<file path="config.mk">
export PLATFORM = sky130hd
export DESIGN_NAME = masked_pending_signal_queue_unit
export DESIGN_NICKNAME = d
export VERILOG_FILES = /design/src/rtl/mpsq_pkg.sv /design/src/rtl/mpsq_ram.sv /design/src/rtl/masked_pending_signal_queue_unit.sv
export SDC_FILE = /design/constraint.sdc
export NUM_CORES = 1
export LEC_CHECK = 0
export BUFFER_PORTS_ARGS = -buffer_cell sky130_fd_sc_hd__buf_2
export CAP_MARGIN = 15
export CORE_MARGIN = 1.5
export CORE_UTILIZATION = 44
export DETAILED_ROUTE_END_ITERATION = 7
export SKIP_CTS_REPAIR_TIMING = 1
export SLEW_MARGIN = 20
export SYNTH_ARGS = -nofsm -noshare
export SYNTH_HDL_FRONTEND = slang
export SYNTH_SLANG_ARGS = --single-unit
</file>
<file path="constraint.sdc">
create_clock -name clk -period 3.11 [get_ports clk]
set_input_delay 0.4665 -clock clk [delete_from_list [all_inputs] [get_ports clk]]
set_output_delay 0.4665 -clock clk [all_outputs]
set_load 0.02 [all_outputs]
</file>
<file path="src/rtl/mpsq_pkg.sv">
// Package for the masked pending signal queue: sizes, result codes and item types.
`default_nettype none

package mpsq_pkg;

    // Queue sizing
    localparam int QUEUE_DEPTH = 16;
    localparam int IDX_W       = $clog2(QUEUE_DEPTH);
    localparam int CNT_W       = $clog2(QUEUE_DEPTH + 1);
    localparam int SIG_W       = 4;
    localparam int MASK_W      = 16;

    // Request codes
    localparam logic REQ_POST    = 1'b0;
    localparam logic REQ_PROCESS = 1'b1;

    // Result codes
    typedef enum logic [1:0] {
        KIND_ACCEPT  = 2'd0,
        KIND_FULL    = 2'd1,
        KIND_DELIVER = 2'd2,
        KIND_DONE    = 2'd3
    } kind_t;

    typedef struct packed {
        logic              req_type;
        logic [SIG_W-1:0]  signal_id;
        logic [MASK_W-1:0] thread_block_mask;
        logic [MASK_W-1:0] handler_present_mask;
    } in_item_t;

    typedef struct packed {
        kind_t             result_kind;
        logic [SIG_W-1:0]  delivered_id;
        logic              call_handler;
        logic              last;
    } out_item_t;

endpackage

`default_nettype wire

</file>
<file path="src/rtl/mpsq_ram.sv">
// Generic single-write, single-read RAM with registered read data.
`default_nettype none

module mpsq_ram #(
    parameter int WIDTH = 4,
    parameter int DEPTH = 16
) (
    input  wire logic                     clk,
    input  wire logic                     we,
    input  wire logic [$clog2(DEPTH)-1:0] waddr,
    input  wire logic [WIDTH-1:0]         wdata,
    input  wire logic [$clog2(DEPTH)-1:0] raddr,
    output logic      [WIDTH-1:0]         rdata
);

    logic [WIDTH-1:0] mem [DEPTH];

    // Write port and registered read port
    always_ff @(posedge clk)
    begin
        if (we)
        begin
            mem[waddr] <= wdata;
        end
        rdata <= mem[raddr];
    end

endmodule

`default_nettype wire

</file>
<file path="src/rtl/masked_pending_signal_queue_unit.sv">
// Masked pending signal queue: ordered signal queue with post and masked delivery walk.
//
// Input channel in_valid/in_ready/in_item carries post or process requests;
// output channel out_valid/out_ready/out_item returns results, one register deep.
// The global block mask is written through cfg_wr_en/cfg_wr_data, taken at once.
// A post gives one result (accepted or full) in the cycle after acceptance.
// A process walks the queue oldest first, one entry per cycle out of the queue
// RAM while the output slot is free (blocked entries do not wait for it), and
// gives one delivered result per unblocked entry followed by a walk-done result
// with last set. Blocked entries are written back in order at the compacted position.
// One item is handled at a time; in_ready is low during a walk.
// When the receiver stalls, the walk pauses on the entry waiting to be delivered.
// Reset empties the queue and clears the global mask; no RAM clearing pass is
// needed since only entries below the count are ever read.
`default_nettype none

module masked_pending_signal_queue_unit
    import mpsq_pkg::*;
(
    input  wire logic              clk,
    input  wire logic              rst_n,
    input  wire logic              in_valid,
    output logic                   in_ready,
    input  wire in_item_t          in_item,
    output logic                   out_valid,
    input  wire logic              out_ready,
    output out_item_t              out_item,
    input  wire logic              cfg_wr_en,
    input  wire logic [MASK_W-1:0] cfg_wr_data
);

    typedef enum logic [1:0] {
        ST_IDLE,
        ST_WALK,
        ST_DONE
    } state_t;

    state_t            state_reg, state_next;
    logic [CNT_W-1:0]  cnt_reg, cnt_next;
    logic [CNT_W-1:0]  idx_reg, idx_next;
    logic [CNT_W-1:0]  keep_reg, keep_next;
    logic [MASK_W-1:0] gmask_reg, gmask_next;
    logic [MASK_W-1:0] blocked_reg, blocked_next;
    logic [MASK_W-1:0] hmask_reg, hmask_next;
    logic              out_valid_reg, out_valid_next;
    out_item_t         out_item_reg, out_item_next;

    logic              ram_we;
    logic [IDX_W-1:0]  ram_waddr;
    logic [SIG_W-1:0]  ram_wdata;
    logic [IDX_W-1:0]  ram_raddr;
    logic [SIG_W-1:0]  ram_rdata;

    logic              slot_free;
    logic              in_fire;
    logic              entry_blocked;
    logic              advance;
    logic              at_end;
    logic [CNT_W-1:0]  idx_inc;

    // Queue storage
    mpsq_ram #(
        .WIDTH (SIG_W),
        .DEPTH (QUEUE_DEPTH)
    ) u_ram (
        .clk   (clk),
        .we    (ram_we),
        .waddr (ram_waddr),
        .wdata (ram_wdata),
        .raddr (ram_raddr),
        .rdata (ram_rdata)
    );

    // Handshake and walk status
    assign slot_free     = !out_valid_reg || out_ready;
    assign in_ready      = (state_reg == ST_IDLE) && slot_free;
    assign in_fire       = in_valid && in_ready;
    assign entry_blocked = blocked_reg[ram_rdata];
    assign advance       = (state_reg == ST_WALK) && (entry_blocked || slot_free);
    assign idx_inc       = idx_reg + CNT_W'(1);
    assign at_end        = (idx_inc == cnt_reg);
    assign out_valid     = out_valid_reg;
    assign out_item      = out_item_reg;

    // Read the next entry as soon as the current one is retired
    always_comb
    begin
        if (advance && !at_end)
        begin
            ram_raddr = idx_inc[IDX_W-1:0];
        end
        else
        begin
            ram_raddr = idx_reg[IDX_W-1:0];
        end
    end

    // Next-state and datapath
    always_comb
    begin
        state_next     = state_reg;
        cnt_next       = cnt_reg;
        idx_next       = idx_reg;
        keep_next      = keep_reg;
        gmask_next     = gmask_reg;
        blocked_next   = blocked_reg;
        hmask_next     = hmask_reg;
        out_valid_next = out_valid_reg && !out_ready;
        out_item_next  = out_item_reg;
        ram_we         = 1'b0;
        ram_waddr      = cnt_reg[IDX_W-1:0];
        ram_wdata      = in_item.signal_id;

        if (cfg_wr_en)
        begin
            gmask_next = cfg_wr_data;
        end

        case (state_reg)
            ST_IDLE:
            begin
                if (in_fire)
                begin
                    if (in_item.req_type == REQ_POST)
                    begin
                        out_valid_next             = 1'b1;
                        out_item_next.delivered_id = '0;
                        out_item_next.call_handler = 1'b0;
                        out_item_next.last         = 1'b1;
                        if (cnt_reg >= CNT_W'(QUEUE_DEPTH))
                        begin
                            out_item_next.result_kind = KIND_FULL;
                        end
                        else
                        begin
                            out_item_next.result_kind = KIND_ACCEPT;
                            ram_we                    = 1'b1;
                            cnt_next                  = cnt_reg + CNT_W'(1);
                        end
                    end
                    else
                    begin
                        blocked_next = gmask_reg | in_item.thread_block_mask;
                        hmask_next   = in_item.handler_present_mask;
                        idx_next     = '0;
                        keep_next    = '0;
                        state_next   = (cnt_reg == '0) ? ST_DONE : ST_WALK;
                    end
                end
            end

            ST_WALK:
            begin
                if (advance)
                begin
                    if (entry_blocked)
                    begin
                        // Keep in place order; skip a write onto itself
                        ram_we    = (keep_reg != idx_reg);
                        ram_waddr = keep_reg[IDX_W-1:0];
                        ram_wdata = ram_rdata;
                        keep_next = keep_reg + CNT_W'(1);
                    end
                    else
                    begin
                        out_valid_next             = 1'b1;
                        out_item_next.result_kind  = KIND_DELIVER;
                        out_item_next.delivered_id = ram_rdata;
                        out_item_next.call_handler = hmask_reg[ram_rdata];
                        out_item_next.last         = 1'b0;
                    end
                    idx_next = idx_inc;
                    if (at_end)
                    begin
                        state_next = ST_DONE;
                    end
                end
            end

            ST_DONE:
            begin
                if (slot_free)
                begin
                    out_valid_next             = 1'b1;
                    out_item_next.result_kind  = KIND_DONE;
                    out_item_next.delivered_id = '0;
                    out_item_next.call_handler = 1'b0;
                    out_item_next.last         = 1'b1;
                    cnt_next                   = keep_reg;
                    // Idle reads the oldest entry, ready for the next walk
                    idx_next                   = '0;
                    state_next                 = ST_IDLE;
                end
            end

            default:
            begin
                state_next = ST_IDLE;
            end
        endcase
    end

    // State and registered outputs
    always_ff @(posedge clk or negedge rst_n)
    begin
        if (!rst_n)
        begin
            state_reg     <= ST_IDLE;
            cnt_reg       <= '0;
            idx_reg       <= '0;
            keep_reg      <= '0;
            gmask_reg     <= '0;
            blocked_reg   <= '0;
            hmask_reg     <= '0;
            out_valid_reg <= 1'b0;
            out_item_reg  <= '0;
        end
        else
        begin
            state_reg     <= state_next;
            cnt_reg       <= cnt_next;
            idx_reg       <= idx_next;
            keep_reg      <= keep_next;
            gmask_reg     <= gmask_next;
            blocked_reg   <= blocked_next;
            hmask_reg     <= hmask_next;
            out_valid_reg <= out_valid_next;
            out_item_reg  <= out_item_next;
        end
    end

    // Checks
    a_cnt_bound: assert property (@(posedge clk) disable iff (!rst_n)
        cnt_reg <= CNT_W'(QUEUE_DEPTH))
        else $error("queue count beyond depth");

    a_keep_behind: assert property (@(posedge clk) disable iff (!rst_n)
        (state_reg == ST_WALK) |-> (keep_reg <= idx_reg))
        else $error("compaction pointer ahead of walk");

    a_no_rw_clash: assert property (@(posedge clk) disable iff (!rst_n)
        (ram_we && state_reg == ST_WALK) |-> (ram_waddr != ram_raddr))
        else $error("write back collides with read address");

    a_deliver_not_last: assert property (@(posedge clk) disable iff (!rst_n)
        (out_valid_reg && out_item_reg.result_kind == KIND_DELIVER) |-> !out_item_reg.last)
        else $error("delivered item marked last");

    a_walk_in_range: assert property (@(posedge clk) disable iff (!rst_n)
        (state_reg == ST_WALK) |-> (idx_reg < cnt_reg))
        else $error("walk index past queue count");

endmodule

`default_nettype wire

</file>
## After elaboration in Yosys (flattened, before gate mapping)

Memories as Yosys holds them, arrays and structs flattened. A register that Yosys moved wholly into a read port is not among the register bits.
Cells that the tools add are included.

| storage, ports and cells | value |
|---|---|
| register bits after elaboration | 74 |
| memory bits (writable) | 64 |
| logic and storage cells | 105 |
| memories | 1 |

| operators by class | value |
|---|---|
| add/sub/neg operators | 3 |
| magnitude comparators | 2 |
| eq/ne operators | 13 |
| multiplexer cells | 52 |
| bitwise operators | 1 |
| reductions and logical operators | 21 |

Memory list:

| memory | depth | bits a word | rd ports | clocked after Yosys merged registers in | wr ports | RTL line | RTL |
|---|---|---|---|---|---|---|---|
| u_ram.mem | 16 | 4 | 1 | 1 | 1 | mpsq_ram.sv:16 | `logic [WIDTH-1:0] mem [DEPTH];` |

Operators with widths:

| cell | number |
|---|---|
| $mux 5 | 10 |
| $mux 8 | 5 |
| $mux 4 | 7 |
| $pmux 8 s3 | 1 |
| $pmux 5 s2 | 2 |
| $reduce_and 5->1 | 4 |
| $ne 2x2->1 const B | 9 |
| $or 16x16->16 | 1 |
| $add 5x1->5 const B | 3 |
| $mux 1 | 15 |
| $pmux 5 s3 | 1 |
| $mux 2 | 6 |
| $bmux 1 s4 | 2 |
| $pmux 2 s3 | 1 |
| $reduce_and 6->1 | 1 |
| $eq 5x5->1 | 1 |
| $ge 5x5->1 const B | 1 |
| $logic_and 1x1->1 | 5 |
| $logic_not 5->1 | 1 |
| $lt 4x5->1 const B | 1 |
| $ne 5x5->1 | 1 |
| $reduce_bool 2->1 | 2 |
| $logic_not 1->1 | 3 |
| $pmux 1 s3 | 1 |
| other kinds (7) | 8 |

## Longest topological paths before layout

| depth | value |
|---|---|
| depth in word-level cells | 8 |
| depth in mapped cells | 12 |
| depth with buffers taken out | 9 |

## Modules after synthesis

From an unflattened synthesis, not the netlist that was laid out.

| second synthesis, totals | value |
|---|---|
| cell total of the unflattened synthesis | 489 |
| area, all modules | 6602.6 um^2 |

By module, submodules not included:

| module | instances | cells an instance | area each (um^2) |
|---|---|---|---|
| masked_pending_signal_queue_unit | 1 | 359 | 3936.3 |
| mpsq_ram | 1 | 130 | 2666.3 |

## Worst setup path before layout

OpenSTA, ideal clock, no wires.

| timing | value |
|---|---|
| path kind | reg-to-reg |
| from | reg idx_reg[0] |
| to | reg u_ram.rdata[1], read port of u_ram.mem |
| setup time | 0.127 ns |
| arrival time | 2.700 ns |
| slack | 0.283 ns |
| stages on the path, launching flop included | 12 |
| buffers on the path | 2 |
| period minus slack after synthesis | 2.827 ns |
| path through | dfrtp_1 > ha_1 > buf_2 > or3b_2 > a211o_1 > a31o_2 > o211ai_4 > buf_6 > nor2_1 > a211oi_2 > o22ai_1 > or3_1 |

| on the way | value |
|---|---|
| word-level cells in the longest chain between the ends | 5 |

Ends and longest elaborated chain:

| item | RTL line | RTL |
|---|---|---|
| start, declared | masked_pending_signal_queue_unit.sv:40 | `logic [CNT_W-1:0] idx_reg, idx_next;` |
| start signal, assigned | masked_pending_signal_queue_unit.sv:222 | `idx_reg <= idx_next;` |
| $add 5x1->5 | masked_pending_signal_queue_unit.sv:80 | `assign idx_inc = idx_reg + CNT_W'(1);` |
| $eq 5x5->1 | masked_pending_signal_queue_unit.sv:81 | `assign at_end = (idx_inc == cnt_reg);` |
| $logic_not 1->1 | masked_pending_signal_queue_unit.sv:88 | `if (advance && !at_end)` |
| $logic_and 1x1->1 | masked_pending_signal_queue_unit.sv:88 |  |
| $mux 4 (*) | masked_pending_signal_queue_unit.sv:88 |  |
| end, declared | mpsq_ram.sv:13 | `output logic [WIDTH-1:0] rdata` |

Mark *: on every way between the ends. The rest lies on a longest branch, timed or not.
A chain may end at the register's enable or synchronous reset.

## Worst setup path after layout

Same ends and word-level chain as after synthesis.

==> results.yml <==
status:
  status: "finished, final reports clean"
detailed_routing:
  post-route-drc-count: 0
  wl_per_cell_um: 18.77
  firstDrtPassIters: 5
  antenna_left: 0
  num_vias: 5018
  viasPerCell: 5.594
  wl_um: 16840
  drt-initial-drc-count: 305
yosys:
  ys_ff_latch: 142
  yosysSeqAreaShare_pct: 53.57
  yosysUniqueCellTypes: 58
  syn_avg_cell_area_um2: 12.11
  ys.flop_type: "dfrtp_1"
  yosysTopAreaCellShare_pct: 26.71
  netlist_area_um2: 7194
  synth_cells: 594
  synth_nets: 661
  synth_edf_count: 64
  synth_area_leaders: "edfxtp_1 (27%), dfrtp_1 (26%), mux4_2 (9.1%)"
  yosysTopAreaCell: "edfxtp_1"
  ys_async_sr_fraction_pct: 52.11
  ys.warnings.count: 0
grt:
  grt_pass1_wl_um: 27280
  grtUsageMet2_pct: 35.67
  use_met1_pct: 28.64
  antenna_found_initial: 0
  grt.busiest_layer: "met2"
  track_usage_pct: 21.47
  grt_overflow: 0
  grt_use_met3_pct: 4.316
  grt_pass1_vias: 5095
  grt_start_max_net_pins: 49
clock_network:
  clockBufferDepth: 2
  numCtsBuffers: 17
  cts_tree: "yes"
  tritoncts_num_sinks: 142
  clkTransAtPathRegs_ns: 0.07
  insertion_delay_ns: 0.43
  cts-root-buf: "clkbuf_16"
  cts.htree.levels: 4
floorplan:
  die_y_um: 130.9
  die_area_um2: 17130
  row_count: 46
  initial_core_util_pct: 45.13
  io_pins: 68
  coreArea_um2: 15940
  die_w_um: 130.9
setup_path:
  worst-endpoint-required_ns: 3.40
  worst_path_max_delay_cell: "or3b_2"
  r2r_setup_slack_ns: 0.10
  cp.buffers_inverters: 0
  cp_top_family: "simple AND/OR/NAND/NOR gates"
  crit_path_start_kind: "flop"
  reg2reg_from: "idx_reg[0]"
  critPathCaptureType: "flop"
  crit_chain: "ha_1, or3b_2, a211o_1, a31o_2, o211ai_4, mux2_2, o22ai_1, nor3_1, or3_1"
  r2r_end: "u_ram.rdata[1]"
  arrival_ns: 3.30
  critPathLaunch: "idx_reg[0]"
  critPathMaxFanout: 7
  critPathKind: "flop to flop"
  worst-path-stages: 9
  worstRegToRegCells: 9
  slowest_delay_ns: 0.44
  setup.worst_path.end: "u_ram.rdata[1]"
timing:
  finalCriticalPeriod_ns: 3.010
  drv_slew: 0
  finalSetupViolCount: 0
  rsz0062_at_grt: "yes"
  worst_slew_pin_slew_ns: 0.7764
  setup_ws_ns: 0.1004
  finalHoldViolations: 0
  fin_crit_sh_pct: 96.77
  fin_skew_ns: 0.01262
  max_freq_ghz: 0.3323
  relSlewSlack_pct: 48.24
placement:
  pre_cts_ws_ns: 0.005951
  io_buffers: 67
  placed_cells: 863
  dp_hpwl_um: 11960
  place.gp.congestion: 0.8473
power:
  ir_worst_vdd_v: 0.0004812
  power.internal_mw: 4.919
  power_switching_mw: 2.931
  power_frac_comb_pct: 39.6
  pwr_density_cell_nw_per_um2: 927.3
  p_leak_nw: 3.366
  power_frac_clock_pct: 25.5
  seq_power_share_pct: 35.0
  p_sw_share_pct: 37.34
layout:
  drive_above_1_share_pct: 30.69
  top_register: "u_ram.mem"
  final_util_pct: 53.09
  largest_reg_flops: 64
  n_antenna_cell: 0
  syn2layout_area_growth_pct: 17.65
  finalNetCount: 735
  n_fill_cell: 1357
  fin_cells: 897
hold_path:
  hold_class: "input pin to async pin"
run:
  max_cap_violations: 0
==> Yosys cell counts, types with 3 or more instances <==
cell type,number
a21oi_1,14
a22o_1,9
a2bb2oi_1,5
a31oi_1,6
a41oi_1,3
and2_1,3
and3_1,4
buf_1,4
buf_2,4
clkbuf_1,30
dfrtp_1,74
dfxtp_1,4
edfxtp_1,64
ha_1,9
inv_1,11
mux2_2,34
mux2i_1,30
mux4_2,29
nand2_1,58
nand2b_1,7
nand3_1,16
nor2_1,48
nor2b_1,6
nor3_1,12
nor4b_1,3
o21ai_0,44
o221ai_1,5
o22a_1,3
o22ai_1,6
or2_2,4
xnor2_1,4
xor2_1,5
==> metal layers <==
metal  vias up  part of all wire, %
met5         -                    0
met4         0                  1.4
met3        16                  3.5
met2       120                   51
met1      2516                   44
li1       2366                    -
==> cell usage in the layout, fill, tap and decap left out, types with 18 or more instances in the layout <==
cell | Yosys | final
mux2i_1 | 30 | 30
mux4_2 | 29 | 29
nand2_1 | 58 | 58
nor2_1 | 48 | 43
mux2_2 | 34 | 34
o21ai_0 | 44 | 44
buf_4 | 1 | 26
clkbuf_16 | 0 | 18
buf_2 | 4 | 67
dfrtp_1 | 74 | 73
edfxtp_1 | 64 | 64
==> worst register-to-register path: stages, from the launching register on <==
cell and delay [ns]:
dfrtp_2 0.41, ha_1 0.21, or3b_2 0.44, a211o_1 0.30, a31o_2 0.30, o211ai_4 0.17, mux2_2 0.38, o22ai_1 0.15
nor3_1 0.08, or3_1 0.43
==> kinds of logic (layout without fill, tap and decap cells) <==
family | count (synthesis) | after routing | share of synthesized area, %
flip-flops | 142 | 142 | 53.57
adder cells (fa/ha/maj) | 9 | 9 | 1.565
AO/OA/AOI/OAI | 115 | 116 | 10.71
AND/OR/NAND/NOR | 173 | 173 | 11.13
multiplexers | 93 | 93 | 18.57
buffers and inverters | 52 | 138 | 3.043
XOR/XNOR | 10 | 10 | 1.409
==> per-stage QoR <==
step	hold slack (ns)	TNS [ns]	instance area, um^2	power, mW
2_1_floorplan	0.1709	0	7194	4.902
3_3_place_gp	0.4631	0	7826	5.738
3_5_place_dp	0.4723	0	7826	5.835
4_1_cts	0.1266	-0.01137	8412	7.844
5_1_grt	0.1677	-0.7472	8464	8.324
6_report	0.1100	0	8464	7.849
==> cell type report <==
cell class | instances | area (um^2) | share of cell area [%]
clock buffer | 18 | 450.4 | 5.322
clock inverter | 14 | 135.1 | 1.596
inverter | 11 | 41.29 | 0.4878
multi-input combinational | 401 | 3159 | 37.32
sequential | 142 | 3855 | 45.54
tap | 216 | 270.3 | 3.193
timing repair buffer | 95 | 553.0 | 6.534
==> power by group through the flow <==
stage	combinational [mW]	clock, mW	sequential, mW
6_report	3.10	2.00	2.75
4_1_cts	3.07	2.03	2.75
3_5_place_dp	3.05	0	2.78
5_1_grt	3.41	2.12	2.80
2_1_floorplan	2.18	0	2.72
3_3_place_gp	2.98	0	2.76
==> worst min path at each step <==
stage | to | startpoint | cells past startpoint
after floorplan | blocked_reg[0] | rst_n | 0
after global placement | out_item[0] | out_item[0] | 2
after detailed placement | blocked_reg[14] | blocked_reg[14] | 2
after CTS | out_item[0] | rst_n | 1
after global routing | out_item[0] | rst_n | 1
final | out_item[0] | rst_n | 1
(Power assumes the default switching activity.)
